$ cat src/sv/xsrd_pkg.sv
package xsrd_pkg;

  localparam int unsigned DEF_MAX_RECORD_BYTES = 32;
  localparam int unsigned DEF_MAX_SUBSECTIONS  = 16;

  localparam int unsigned CFG_W     = 6;
  localparam int unsigned CFG_IDX_W = 2;
  localparam int unsigned LEN_W     = 9;

  localparam logic [CFG_W-1:0] WIDTH_TYPE_RST   = 6'd1;
  localparam logic [CFG_W-1:0] WIDTH_SECOND_RST = 6'd3;
  localparam logic [CFG_W-1:0] WIDTH_THIRD_RST  = 6'd1;
  localparam logic [CFG_W-1:0] WIDTH_REST_RST   = 6'd0;

  localparam logic [31:0] TYPE_PLAIN  = 32'd1;
  localparam logic [31:0] TYPE_PACKED = 32'd2;

  typedef enum logic [1:0] {
    OP_CLEAR = 2'd0,
    OP_DESC  = 2'd1,
    OP_DATA  = 2'd2,
    OP_NOP   = 2'd3
  } op_e;

  typedef enum logic [CFG_IDX_W-1:0] {
    CFG_WIDTH_TYPE   = 2'd0,
    CFG_WIDTH_SECOND = 2'd1,
    CFG_WIDTH_THIRD  = 2'd2,
    CFG_WIDTH_REST   = 2'd3
  } cfg_idx_e;

  typedef struct packed {
    logic [1:0]  opcode;
    logic [7:0]  data_byte;
    logic [30:0] sub_start;
    logic [30:0] sub_count;
  } in_word_t;

  typedef struct packed {
    logic        entry_kind;
    logic [31:0] object_number;
    logic [31:0] second_value;
    logic [31:0] third_value;
  } out_word_t;

  typedef struct packed {
    logic [30:0] start;
    logic [30:0] count;
  } desc_t;

endpackage

$ cat src/sv/xsrd_desc_mem.sv
module xsrd_desc_mem #(
  parameter int unsigned DEPTH = 16,
  parameter int unsigned AW    = 4
) (
  input  logic           clk_i,
  input  logic           we_i,
  input  logic [AW-1:0]  waddr_i,
  input  xsrd_pkg::desc_t wdata_i,
  input  logic [AW-1:0]  raddr_i,
  output xsrd_pkg::desc_t rdata_o
);
  import xsrd_pkg::*;

  desc_t mem_q [DEPTH];
  desc_t rd_q;

  always_ff @(posedge clk_i) begin
    if (we_i) begin
      mem_q[waddr_i] <= wdata_i;
    end
  end

  // write-to-read forwarding for the same entry
  always_ff @(posedge clk_i) begin
    if (we_i && (waddr_i == raddr_i)) begin
      rd_q <= wdata_i;
    end else begin
      rd_q <= mem_q[raddr_i];
    end
  end

  assign rdata_o = rd_q;

endmodule

$ cat src/sv/xsrd_rec_ctrl.sv
module xsrd_rec_ctrl #(
  parameter int unsigned MAX_RECORD_BYTES = 32,
  parameter int unsigned MAX_SUBSECTIONS  = 16,
  parameter int unsigned AW               = 4
) (
  input  logic                                clk_i,
  input  logic                                rst_ni,
  input  logic                                cfg_we_i,
  input  logic [xsrd_pkg::CFG_IDX_W-1:0]      cfg_idx_i,
  input  logic [xsrd_pkg::CFG_W-1:0]          cfg_data_i,
  input  logic                                in_fire_i,
  input  xsrd_pkg::in_word_t                  in_word_i,
  input  xsrd_pkg::desc_t                     desc_rd_i,
  output logic                                desc_we_o,
  output logic [AW-1:0]                       desc_waddr_o,
  output xsrd_pkg::desc_t                     desc_wdata_o,
  output logic [AW-1:0]                       desc_raddr_o,
  output logic                                out_push_o,
  output xsrd_pkg::out_word_t                 out_word_o
);
  import xsrd_pkg::*;

  localparam int unsigned PW = $clog2(MAX_RECORD_BYTES);
  localparam int unsigned CW = $clog2(MAX_SUBSECTIONS + 1);

  logic [CFG_W-1:0] width_type_q, width_second_q, width_third_q, width_rest_q;

  logic [CW-1:0] desc_loaded_q, desc_loaded_d;
  logic [CW-1:0] desc_next_q, desc_next_d;
  logic [30:0]   remaining_q, remaining_d;
  logic          past_end_q, past_end_d;
  logic [31:0]   cur_obj_q, cur_obj_d;
  logic [PW-1:0] byte_pos_q, byte_pos_d;
  logic [31:0]   type_acc_q, type_acc_d;
  logic [31:0]   second_acc_q, second_acc_d;
  logic [31:0]   third_acc_q, third_acc_d;

  logic [LEN_W-1:0] rec_len, t1, t2, t3, pos_ext, pos_nxt;
  logic             do_load;
  logic [31:0]      obj;
  logic [30:0]      rem;
  logic [31:0]      rec_type;
  logic [31:0]      sec_out, thr_out;

  always_ff @(posedge clk_i or negedge rst_ni) begin
    if (!rst_ni) begin
      width_type_q   <= WIDTH_TYPE_RST;
      width_second_q <= WIDTH_SECOND_RST;
      width_third_q  <= WIDTH_THIRD_RST;
      width_rest_q   <= WIDTH_REST_RST;
    end else if (cfg_we_i) begin
      case (cfg_idx_e'(cfg_idx_i))
        CFG_WIDTH_TYPE:   width_type_q   <= cfg_data_i;
        CFG_WIDTH_SECOND: width_second_q <= cfg_data_i;
        CFG_WIDTH_THIRD:  width_third_q  <= cfg_data_i;
        CFG_WIDTH_REST:   width_rest_q   <= cfg_data_i;
        default: ;
      endcase
    end
  end

  assign t1      = LEN_W'(width_type_q);
  assign t2      = t1 + LEN_W'(width_second_q);
  assign t3      = t2 + LEN_W'(width_third_q);
  assign rec_len = t3 + LEN_W'(width_rest_q);
  assign pos_ext = LEN_W'(byte_pos_q);
  assign pos_nxt = pos_ext + LEN_W'(1);

  always_comb begin
    desc_loaded_d = desc_loaded_q;
    desc_next_d   = desc_next_q;
    remaining_d   = remaining_q;
    past_end_d    = past_end_q;
    cur_obj_d     = cur_obj_q;
    byte_pos_d    = byte_pos_q;
    type_acc_d    = type_acc_q;
    second_acc_d  = second_acc_q;
    third_acc_d   = third_acc_q;
    desc_we_o     = 1'b0;
    out_push_o    = 1'b0;
    do_load       = 1'b0;
    obj           = cur_obj_q;
    rem           = remaining_q;
    rec_type      = TYPE_PLAIN;
    sec_out       = second_acc_q;
    thr_out       = third_acc_q;

    if (in_fire_i) begin
      case (op_e'(in_word_i.opcode))
        OP_CLEAR: begin
          desc_loaded_d = '0;
          desc_next_d   = '0;
          remaining_d   = '0;
          past_end_d    = 1'b0;
          cur_obj_d     = '0;
          byte_pos_d    = '0;
          type_acc_d    = '0;
          second_acc_d  = '0;
          third_acc_d   = '0;
        end
        OP_DESC: begin
          if (desc_loaded_q < CW'(MAX_SUBSECTIONS)) begin
            desc_we_o     = 1'b1;
            desc_loaded_d = desc_loaded_q + CW'(1);
          end
        end
        OP_DATA: begin
          if ((rec_len != '0) && (rec_len <= LEN_W'(MAX_RECORD_BYTES))) begin
            if (pos_ext < t1) begin
              type_acc_d = {type_acc_q[23:0], in_word_i.data_byte};
            end else if (pos_ext < t2) begin
              second_acc_d = {second_acc_q[23:0], in_word_i.data_byte};
            end else if (pos_ext < t3) begin
              third_acc_d = {third_acc_q[23:0], in_word_i.data_byte};
            end
            if (pos_nxt < rec_len) begin
              byte_pos_d = pos_nxt[PW-1:0];
            end else begin
              do_load = (remaining_q == '0) && !past_end_q && (desc_next_q < desc_loaded_q);
              if (do_load) begin
                obj         = {1'b0, desc_rd_i.start};
                rem         = desc_rd_i.count;
                desc_next_d = desc_next_q + CW'(1);
              end
              rec_type   = (width_type_q == '0) ? TYPE_PLAIN : type_acc_d;
              out_push_o = (rec_type == TYPE_PLAIN) || (rec_type == TYPE_PACKED);
              sec_out    = second_acc_d;
              thr_out    = third_acc_d;
              cur_obj_d  = obj + 32'd1;
              if (rem == '0) begin
                past_end_d  = 1'b1;
                remaining_d = '0;
              end else begin
                remaining_d = rem - 31'd1;
              end
              byte_pos_d   = '0;
              type_acc_d   = '0;
              second_acc_d = '0;
              third_acc_d  = '0;
            end
          end
        end
        default: ;
      endcase
    end
  end

  always_comb begin
    out_word_o.entry_kind    = (rec_type == TYPE_PACKED);
    out_word_o.object_number = obj;
    out_word_o.second_value  = sec_out;
    out_word_o.third_value   = thr_out;
    desc_wdata_o.start       = in_word_i.sub_start;
    desc_wdata_o.count       = in_word_i.sub_count;
  end

  // the RAM is read at the next-state read pointer, so the descriptor at the next read pointer is fetched ahead of use
  assign desc_waddr_o = desc_loaded_q[AW-1:0];
  assign desc_raddr_o = desc_next_d[AW-1:0];

  always_ff @(posedge clk_i or negedge rst_ni) begin
    if (!rst_ni) begin
      desc_loaded_q <= '0;
      desc_next_q   <= '0;
      remaining_q   <= '0;
      past_end_q    <= 1'b0;
      cur_obj_q     <= '0;
      byte_pos_q    <= '0;
      type_acc_q    <= '0;
      second_acc_q  <= '0;
      third_acc_q   <= '0;
    end else begin
      desc_loaded_q <= desc_loaded_d;
      desc_next_q   <= desc_next_d;
      remaining_q   <= remaining_d;
      past_end_q    <= past_end_d;
      cur_obj_q     <= cur_obj_d;
      byte_pos_q    <= byte_pos_d;
      type_acc_q    <= type_acc_d;
      second_acc_q  <= second_acc_d;
      third_acc_q   <= third_acc_d;
    end
  end

`ifndef NO_ASSERTIONS
  a_next_le_loaded: assert property (@(posedge clk_i) disable iff (!rst_ni)
    desc_next_q <= desc_loaded_q)
    else $error("descriptor read pointer passed the write pointer");
  a_past_end_idle: assert property (@(posedge clk_i) disable iff (!rst_ni)
    past_end_q |-> (remaining_q == '0))
    else $error("count left after the last subsection ended");
  a_pos_bound: assert property (@(posedge clk_i) disable iff (!rst_ni)
    LEN_W'(byte_pos_q) < LEN_W'(MAX_RECORD_BYTES))
    else $error("byte position beyond the longest record");
  a_load_only_written: assert property (@(posedge clk_i) disable iff (!rst_ni)
    do_load |-> (desc_loaded_q != '0))
    else $error("descriptor taken from an empty table");
`endif

endmodule

$ cat src/sv/xsrd_out_buf.sv
module xsrd_out_buf (
  input  logic                clk_i,
  input  logic                rst_ni,
  input  logic                push_i,
  input  xsrd_pkg::out_word_t word_i,
  output logic                full_o,
  output logic                valid_o,
  input  logic                ready_i,
  output xsrd_pkg::out_word_t word_o
);
  import xsrd_pkg::*;

  out_word_t  buf_q [2];
  logic       wp_q, rp_q;
  logic [1:0] cnt_q;
  logic       pop;

  assign valid_o = (cnt_q != 2'd0);
  assign full_o  = (cnt_q == 2'd2);
  assign pop     = valid_o && ready_i;
  assign word_o  = buf_q[rp_q];

  always_ff @(posedge clk_i) begin
    if (push_i) begin
      buf_q[wp_q] <= word_i;
    end
  end

  always_ff @(posedge clk_i or negedge rst_ni) begin
    if (!rst_ni) begin
      wp_q  <= 1'b0;
      rp_q  <= 1'b0;
      cnt_q <= 2'd0;
    end else begin
      if (push_i) begin
        wp_q <= ~wp_q;
      end
      if (pop) begin
        rp_q <= ~rp_q;
      end
      cnt_q <= cnt_q + 2'(push_i) - 2'(pop);
    end
  end

`ifndef NO_ASSERTIONS
  a_no_overrun: assert property (@(posedge clk_i) disable iff (!rst_ni)
    !(push_i && full_o))
    else $error("word written into a full output buffer");
  a_cnt_bound: assert property (@(posedge clk_i) disable iff (!rst_ni)
    cnt_q <= 2'd2)
    else $error("output buffer count out of range");
  a_ptr_track: assert property (@(posedge clk_i) disable iff (!rst_ni)
    (cnt_q == 2'd1) |-> (wp_q != rp_q))
    else $error("output buffer pointers disagree with count");
`endif

endmodule

$ cat src/sv/xref_stream_record_decoder_core.sv
// Cross-reference stream record decoder. Accepts one word per clock while in_ready_o
// is high: descriptor words, stream bytes and clear words. A completed type 1 or
// type 2 record is pushed into the output buffer when its last byte is taken.
// Subsection descriptors sit in a single-port-write RAM of MAX_SUBSECTIONS entries
// whose next entry is prefetched (with forwarding when the entry being read is
// written the same cycle), so the object number is ready when a record closes. A
// two-word output buffer keeps input flowing while one result waits; in_ready_o
// drops only when both buffer slots are occupied. The user must write field widths
// through the cfg port only while the block is idle; the block does not enforce it.
module xref_stream_record_decoder_core #(
  parameter int unsigned MAX_RECORD_BYTES = xsrd_pkg::DEF_MAX_RECORD_BYTES,
  parameter int unsigned MAX_SUBSECTIONS  = xsrd_pkg::DEF_MAX_SUBSECTIONS
) (
  input  logic                           clk_i,
  input  logic                           rst_ni,
  input  logic                           cfg_we_i,
  input  logic [xsrd_pkg::CFG_IDX_W-1:0] cfg_idx_i,
  input  logic [xsrd_pkg::CFG_W-1:0]     cfg_data_i,
  input  logic                           in_valid_i,
  output logic                           in_ready_o,
  input  xsrd_pkg::in_word_t             in_word_i,
  output logic                           out_valid_o,
  input  logic                           out_ready_i,
  output xsrd_pkg::out_word_t            out_word_o
);
  import xsrd_pkg::*;

  localparam int unsigned AW = (MAX_SUBSECTIONS > 1) ? $clog2(MAX_SUBSECTIONS) : 1;

  logic      in_fire;
  logic      buf_full;
  logic      desc_we;
  logic [AW-1:0] desc_waddr, desc_raddr;
  desc_t     desc_wdata, desc_rdata;
  logic      out_push;
  out_word_t out_word;

  assign in_ready_o = !buf_full;
  assign in_fire    = in_valid_i && in_ready_o;

  xsrd_desc_mem #(
    .DEPTH (MAX_SUBSECTIONS),
    .AW    (AW)
  ) u_desc_mem (
    .clk_i   (clk_i),
    .we_i    (desc_we),
    .waddr_i (desc_waddr),
    .wdata_i (desc_wdata),
    .raddr_i (desc_raddr),
    .rdata_o (desc_rdata)
  );

  xsrd_rec_ctrl #(
    .MAX_RECORD_BYTES (MAX_RECORD_BYTES),
    .MAX_SUBSECTIONS  (MAX_SUBSECTIONS),
    .AW               (AW)
  ) u_rec_ctrl (
    .clk_i        (clk_i),
    .rst_ni       (rst_ni),
    .cfg_we_i     (cfg_we_i),
    .cfg_idx_i    (cfg_idx_i),
    .cfg_data_i   (cfg_data_i),
    .in_fire_i    (in_fire),
    .in_word_i    (in_word_i),
    .desc_rd_i    (desc_rdata),
    .desc_we_o    (desc_we),
    .desc_waddr_o (desc_waddr),
    .desc_wdata_o (desc_wdata),
    .desc_raddr_o (desc_raddr),
    .out_push_o   (out_push),
    .out_word_o   (out_word)
  );

  xsrd_out_buf u_out_buf (
    .clk_i   (clk_i),
    .rst_ni  (rst_ni),
    .push_i  (out_push),
    .word_i  (out_word),
    .full_o  (buf_full),
    .valid_o (out_valid_o),
    .ready_i (out_ready_i),
    .word_o  (out_word_o)
  );

endmodule
$ cat config.mk
export PLATFORM = sky130hd
export DESIGN_NAME = xref_stream_record_decoder_core
export DESIGN_NICKNAME = d
export VERILOG_FILES = /design/src/sv/xsrd_pkg.sv /design/src/sv/xsrd_desc_mem.sv /design/src/sv/xsrd_rec_ctrl.sv /design/src/sv/xsrd_out_buf.sv /design/src/sv/xref_stream_record_decoder_core.sv
export SDC_FILE = /design/constraint.sdc
export NUM_CORES = 2
export LEC_CHECK = 0
export CAP_MARGIN = 20
export CORE_UTILIZATION = 40
export CTS_CLUSTER_SIZE = 14
export DETAILED_ROUTE_END_ITERATION = 16
export DONT_BUFFER_PORTS = 1
export GPL_ROUTABILITY_DRIVEN = 0
export GPL_TIMING_DRIVEN = 0
export PLACE_DENSITY = 0.56
export SYNTH_ARGS = -nofsm -noshare
export SYNTH_HDL_FRONTEND = slang
export SYNTH_SLANG_ARGS = --single-unit
$ cat constraint.sdc
create_clock -name clk_i -period 12.26 [get_ports clk_i]
set_clock_uncertainty 0.05 [all_clocks]
set_input_delay 0 -clock clk_i [delete_from_list [all_inputs] [get_ports clk_i]]
set_output_delay 0 -clock clk_i [all_outputs]
set_load 0.05 [all_outputs]
==> flow_metrics.py <==
metrics = {
    "status": {
        "status": "finished, final reports clean",
    },
    "drt": {
        "drc_errors": 0,
        "routed_wl_microns": 155000,
        "via_per_inst": 5.71,
        "post_drt_wl_per_cell_microns": 28.6,
        "vias": 30800,
        "dr.pass1.iters": 6,
        "final_antenna_net_count": 0,
        "drtIter0Drc": 3187,
    },
    "clocking": {
        "ctsResizeCount": 0,
        "post-cts-setup-buffers": 0,
        "cts_made_buffers": 147,
        "cts_htree_levels": 4,
        "clock_path_buffers": 3,
        "clock-root-buffer": "clkbuf_16",
        "clk_latency_ns": 0.79,
        "cts_tree": "built",
        "ctsHoldBuffers": 104,
        "clk_pin_slew_ns": 0.06,
        "clock_sinks": 1393,
    },
    "synthesis": {
        "ys_async_sr_fraction": 0.146,
        "seq_area_frac_synth": 0.719,
        "synth_fp_nets": 3194,
        "netlist_instances": 3055,
        "ys_ff_latch": 1393,
        "synth_edf_count": 1186,
        "syn_area_sq_um": 56700,
        "synthDistinctLibCells": 84,
        "avgSynthCellArea_sq_um": 18.6,
        "ys_warn_count": 0,
        "ys.flop_type": "edfxtp_1",
    },
    "worst_setup_path": {
        "path_class": "flop to flop",
        "cp-start-kind": "flop",
        "rr_startpoint": "u_rec_ctrl.width_type_q[0]",
        "cp.arrival_ns": 7.41,
        "worst_setup_path_end_kind": "flop",
        "cp_max_fo": 10,
        "required_ns": 12.71,
        "critPathLaunch": "u_rec_ctrl.width_type_q[0]",
    },
    "placed_design": {
        "dp_hpwl_microns": 104000,
        "numPortBuffers": 0,
        "dp_slack_ns": 5.38,
    },
    "timing": {
        "setup_viol": 0,
        "hold_viol": 0,
        "fin_tns_setup_ns": 0,
        "maxSlewHeadroom": 0.282,
        "setup_slack_ns": 5.30,
        "slew_violations": 0,
        "tightestPinTransition_ns": 1.07,
        "fin_crit_sh": 0.568,
        "fmax_mhz": 144,
        "min_period_ns": 6.96,
        "rsz0062_at_grt": "false",
    },
    "grt": {
        "track_usage": 0.217,
        "grt_pass1_vias": 31800,
        "grt_max_degree": 161,
        "antenna_found_initial": 8,
        "grt_pass1_wl_microns": 223000,
        "grt_overflow": 0,
    },
    "finish": {
        "drive_above_1_share": 0.254,
        "area_growth_pct": 17.0,
        "n_fill_cell": 11600,
        "multi_input_area_sq_um": 15100,
        "ff_latch_area_sq_um": 40800,
        "fin_nets": 3536,
    },
    "floorplan": {
        "row_count": 137,
        "ios": 184,
        "die_h_microns": 379,
        "initial_core_util": 0.405,
        "die_area_sq_um": 143000,
        "die_x_microns": 379,
        "core_sq_um": 140000,
    },
    "min_path": {
        "worstHoldStart": "cfg_data_i[2]",
        "min_path_type": "input pin to flop",
    },
    "power_and_ir_drop": {
        "power.density_nw_per_um2": 192,
        "p_leak_nw": 22.2,
        "ir_drop_uv": 169,
    },
    "flow_run": {
        "drv_cap": 0,
    },
}
==> cells in the final DEF (no fill, tap or decap), drive strengths merged, types with 10 or more instances in the layout <==
master	synthesis	routed
a21o	16	16
a21oi	42	42
a22o	109	109
a22oi	60	60
a31oi	14	14
and2	10	10
and3	12	12
buf	81	171
clkbuf	70	260
clkinv	0	55
dfrtp	199	199
dlygate4sd3	0	102
edfxtp	1186	1186
ha	51	51
inv	39	47
mux2	197	197
mux2i	19	19
mux4	274	274
nand2	219	219
nand2b	17	17
nand3	33	33
nand4	16	16
nor2	70	70
nor2b	13	13
nor3	25	25
nor4	20	20
o21ai	90	90
o22ai	11	11
o31ai	11	11
xnor2	39	39
xor2	29	29
==> layer usage <==
metal,share of wire,vias up,GRT usage
met5,0.00033,-,0
met4,0.028,8,0.0680
met3,0.067,256,0.0464
met2,0.49,1134,0.362
met1,0.41,16400,0.284
li1,-,13000,-
==> registers in the layout, indices dropped and copies added, names as in the netlist, 6 cells and up, named ones only <==
register	flops
u_desc_mem.mem_q	992
u_out_buf.buf_q	194
u_rec_ctrl.cur_obj_q	32
u_rec_ctrl.remaining_q	31
u_rec_ctrl.second_acc_q	32
u_rec_ctrl.third_acc_q	32
u_rec_ctrl.type_acc_q	32
u_rec_ctrl.width_rest_q	6
u_rec_ctrl.width_second_q	6
u_rec_ctrl.width_third_q	6
u_rec_ctrl.width_type_q	6
==> power by group <==
group / switching, mW / leakage (nW) / internal, mW
Clock: 1.85 / 2.25 / 2.45
Combinational: 2.04 / 6.57 / 1.04
Sequential: 0.108 / 13.4 / 5.28
==> critical path, cell delays in order, from the launching register on <==
cell	delay, ns
dfstp_2	0.39
ha_1	0.21
fa_1	0.42
a21o_1	0.18
a21oi_1	0.29
xnor2_1	0.24
ha_1	0.31
a21oi_1	0.14
o21ai_1	0.13
xor2_1	0.17
ha_1	0.34
xnor2_1	0.30
inv_1	0.09
ha_1	0.31
nand2_1	0.06
a211oi_1	0.18
a211oi_1	0.09
o32ai_1	0.79
and3_1	0.39
nand2_1	0.27
nor2_1	0.55
buf_2	0.36
mux2_2	0.42
==> cell families (layout without fill, tap and decap cells) <==
group | count (synthesis) | count (layout) | synth area share
xor gates and xnor gates | 68 | 68 | 0.0105
muxes | 490 | 490 | 0.151
buffers and inverters | 190 | 651 | 0.0169
other | 0 | 2 | 0
AOI/OAI and AO/OA | 394 | 394 | 0.0501
DFF | 1393 | 1393 | 0.719
and+or+nand+nor | 466 | 466 | 0.0404
adders and majority gates | 54 | 54 | 0.0123
==> through the flow <==
step	instances	hold slack (ns)	cell area (sq um)	utilization	total power [mW]
4_1_cts	5391	0.000674	66400	0.474	12.8
3_3_place_gp	4931	-0.323	59100	0.422	8.37
5_1_grt	5394	0.0369	66400	0.474	13.3
6_report	5394	0.0247	66400	0.474	12.8
2_1_floorplan	3055	-0.346	56700	-	7.65
3_5_place_dp	5019	-0.322	60700	0.433	8.45
==> synth_stat cells, types with 12 or more instances <==
library cell / count / share of area
nor4_1: 17 / 0.0019
dfrtp_1: 199 / 0.088
xnor2_1: 39 / 0.0060
inv_1: 39 / 0.0026
nand2b_1: 17 / 0.0019
o21ai_0: 77 / 0.0068
clkbuf_1: 70 / 0.0046
buf_2: 40 / 0.0035
nand4_1: 14 / 0.0015
a21oi_1: 37 / 0.0033
a22o_1: 109 / 0.017
mux2i_1: 19 / 0.0034
buf_4: 15 / 0.0020
nor3_1: 22 / 0.0019
nor2b_1: 13 / 0.0014
edfxtp_1: 1186 / 0.63
buf_6: 17 / 0.0034
and3_1: 12 / 0.0013
mux2_2: 197 / 0.039
a21o_1: 16 / 0.0021
nand3_1: 31 / 0.0027
o21ai_1: 13 / 0.0011
nand2_1: 218 / 0.014
a31oi_1: 13 / 0.0014
xor2_1: 29 / 0.0045
nor2_1: 68 / 0.0045
a22oi_1: 58 / 0.0077
ha_1: 51 / 0.011
mux4_2: 274 / 0.11
==> worst paths after layout <==
kind	to	slack, ns	depth (start not counted)
max reg2reg	u_out_buf.buf_q[1][37]	5.30	22
max in group asynchronous	u_rec_ctrl.width_rest_q[4]	11.05	4
min	u_rec_ctrl.width_type_q[2]	0.02	3
min in group asynchronous	u_rec_ctrl.type_acc_q[19]	0.45	3
min reg2reg	u_rec_ctrl.desc_next_q[4]	0.44	1
max	u_out_buf.buf_q[1][37]	5.30	22
==> area by class of cell <==
| type | instances | area share |
|---|---|---|
| diodes | 2 | 0.0000754 |
| plain buffers | 151 | 0.0122 |
| clock buffers | 189 | 0.0590 |
| clock inverters | 79 | 0.0112 |
| inverters | 39 | 0.00220 |
| multi-input cells | 1472 | 0.228 |
| flip-flops and latches | 1393 | 0.614 |
| well taps | 1876 | 0.0353 |
| repair buffers | 193 | 0.0380 |
Power figures use the tool's default switching activity.
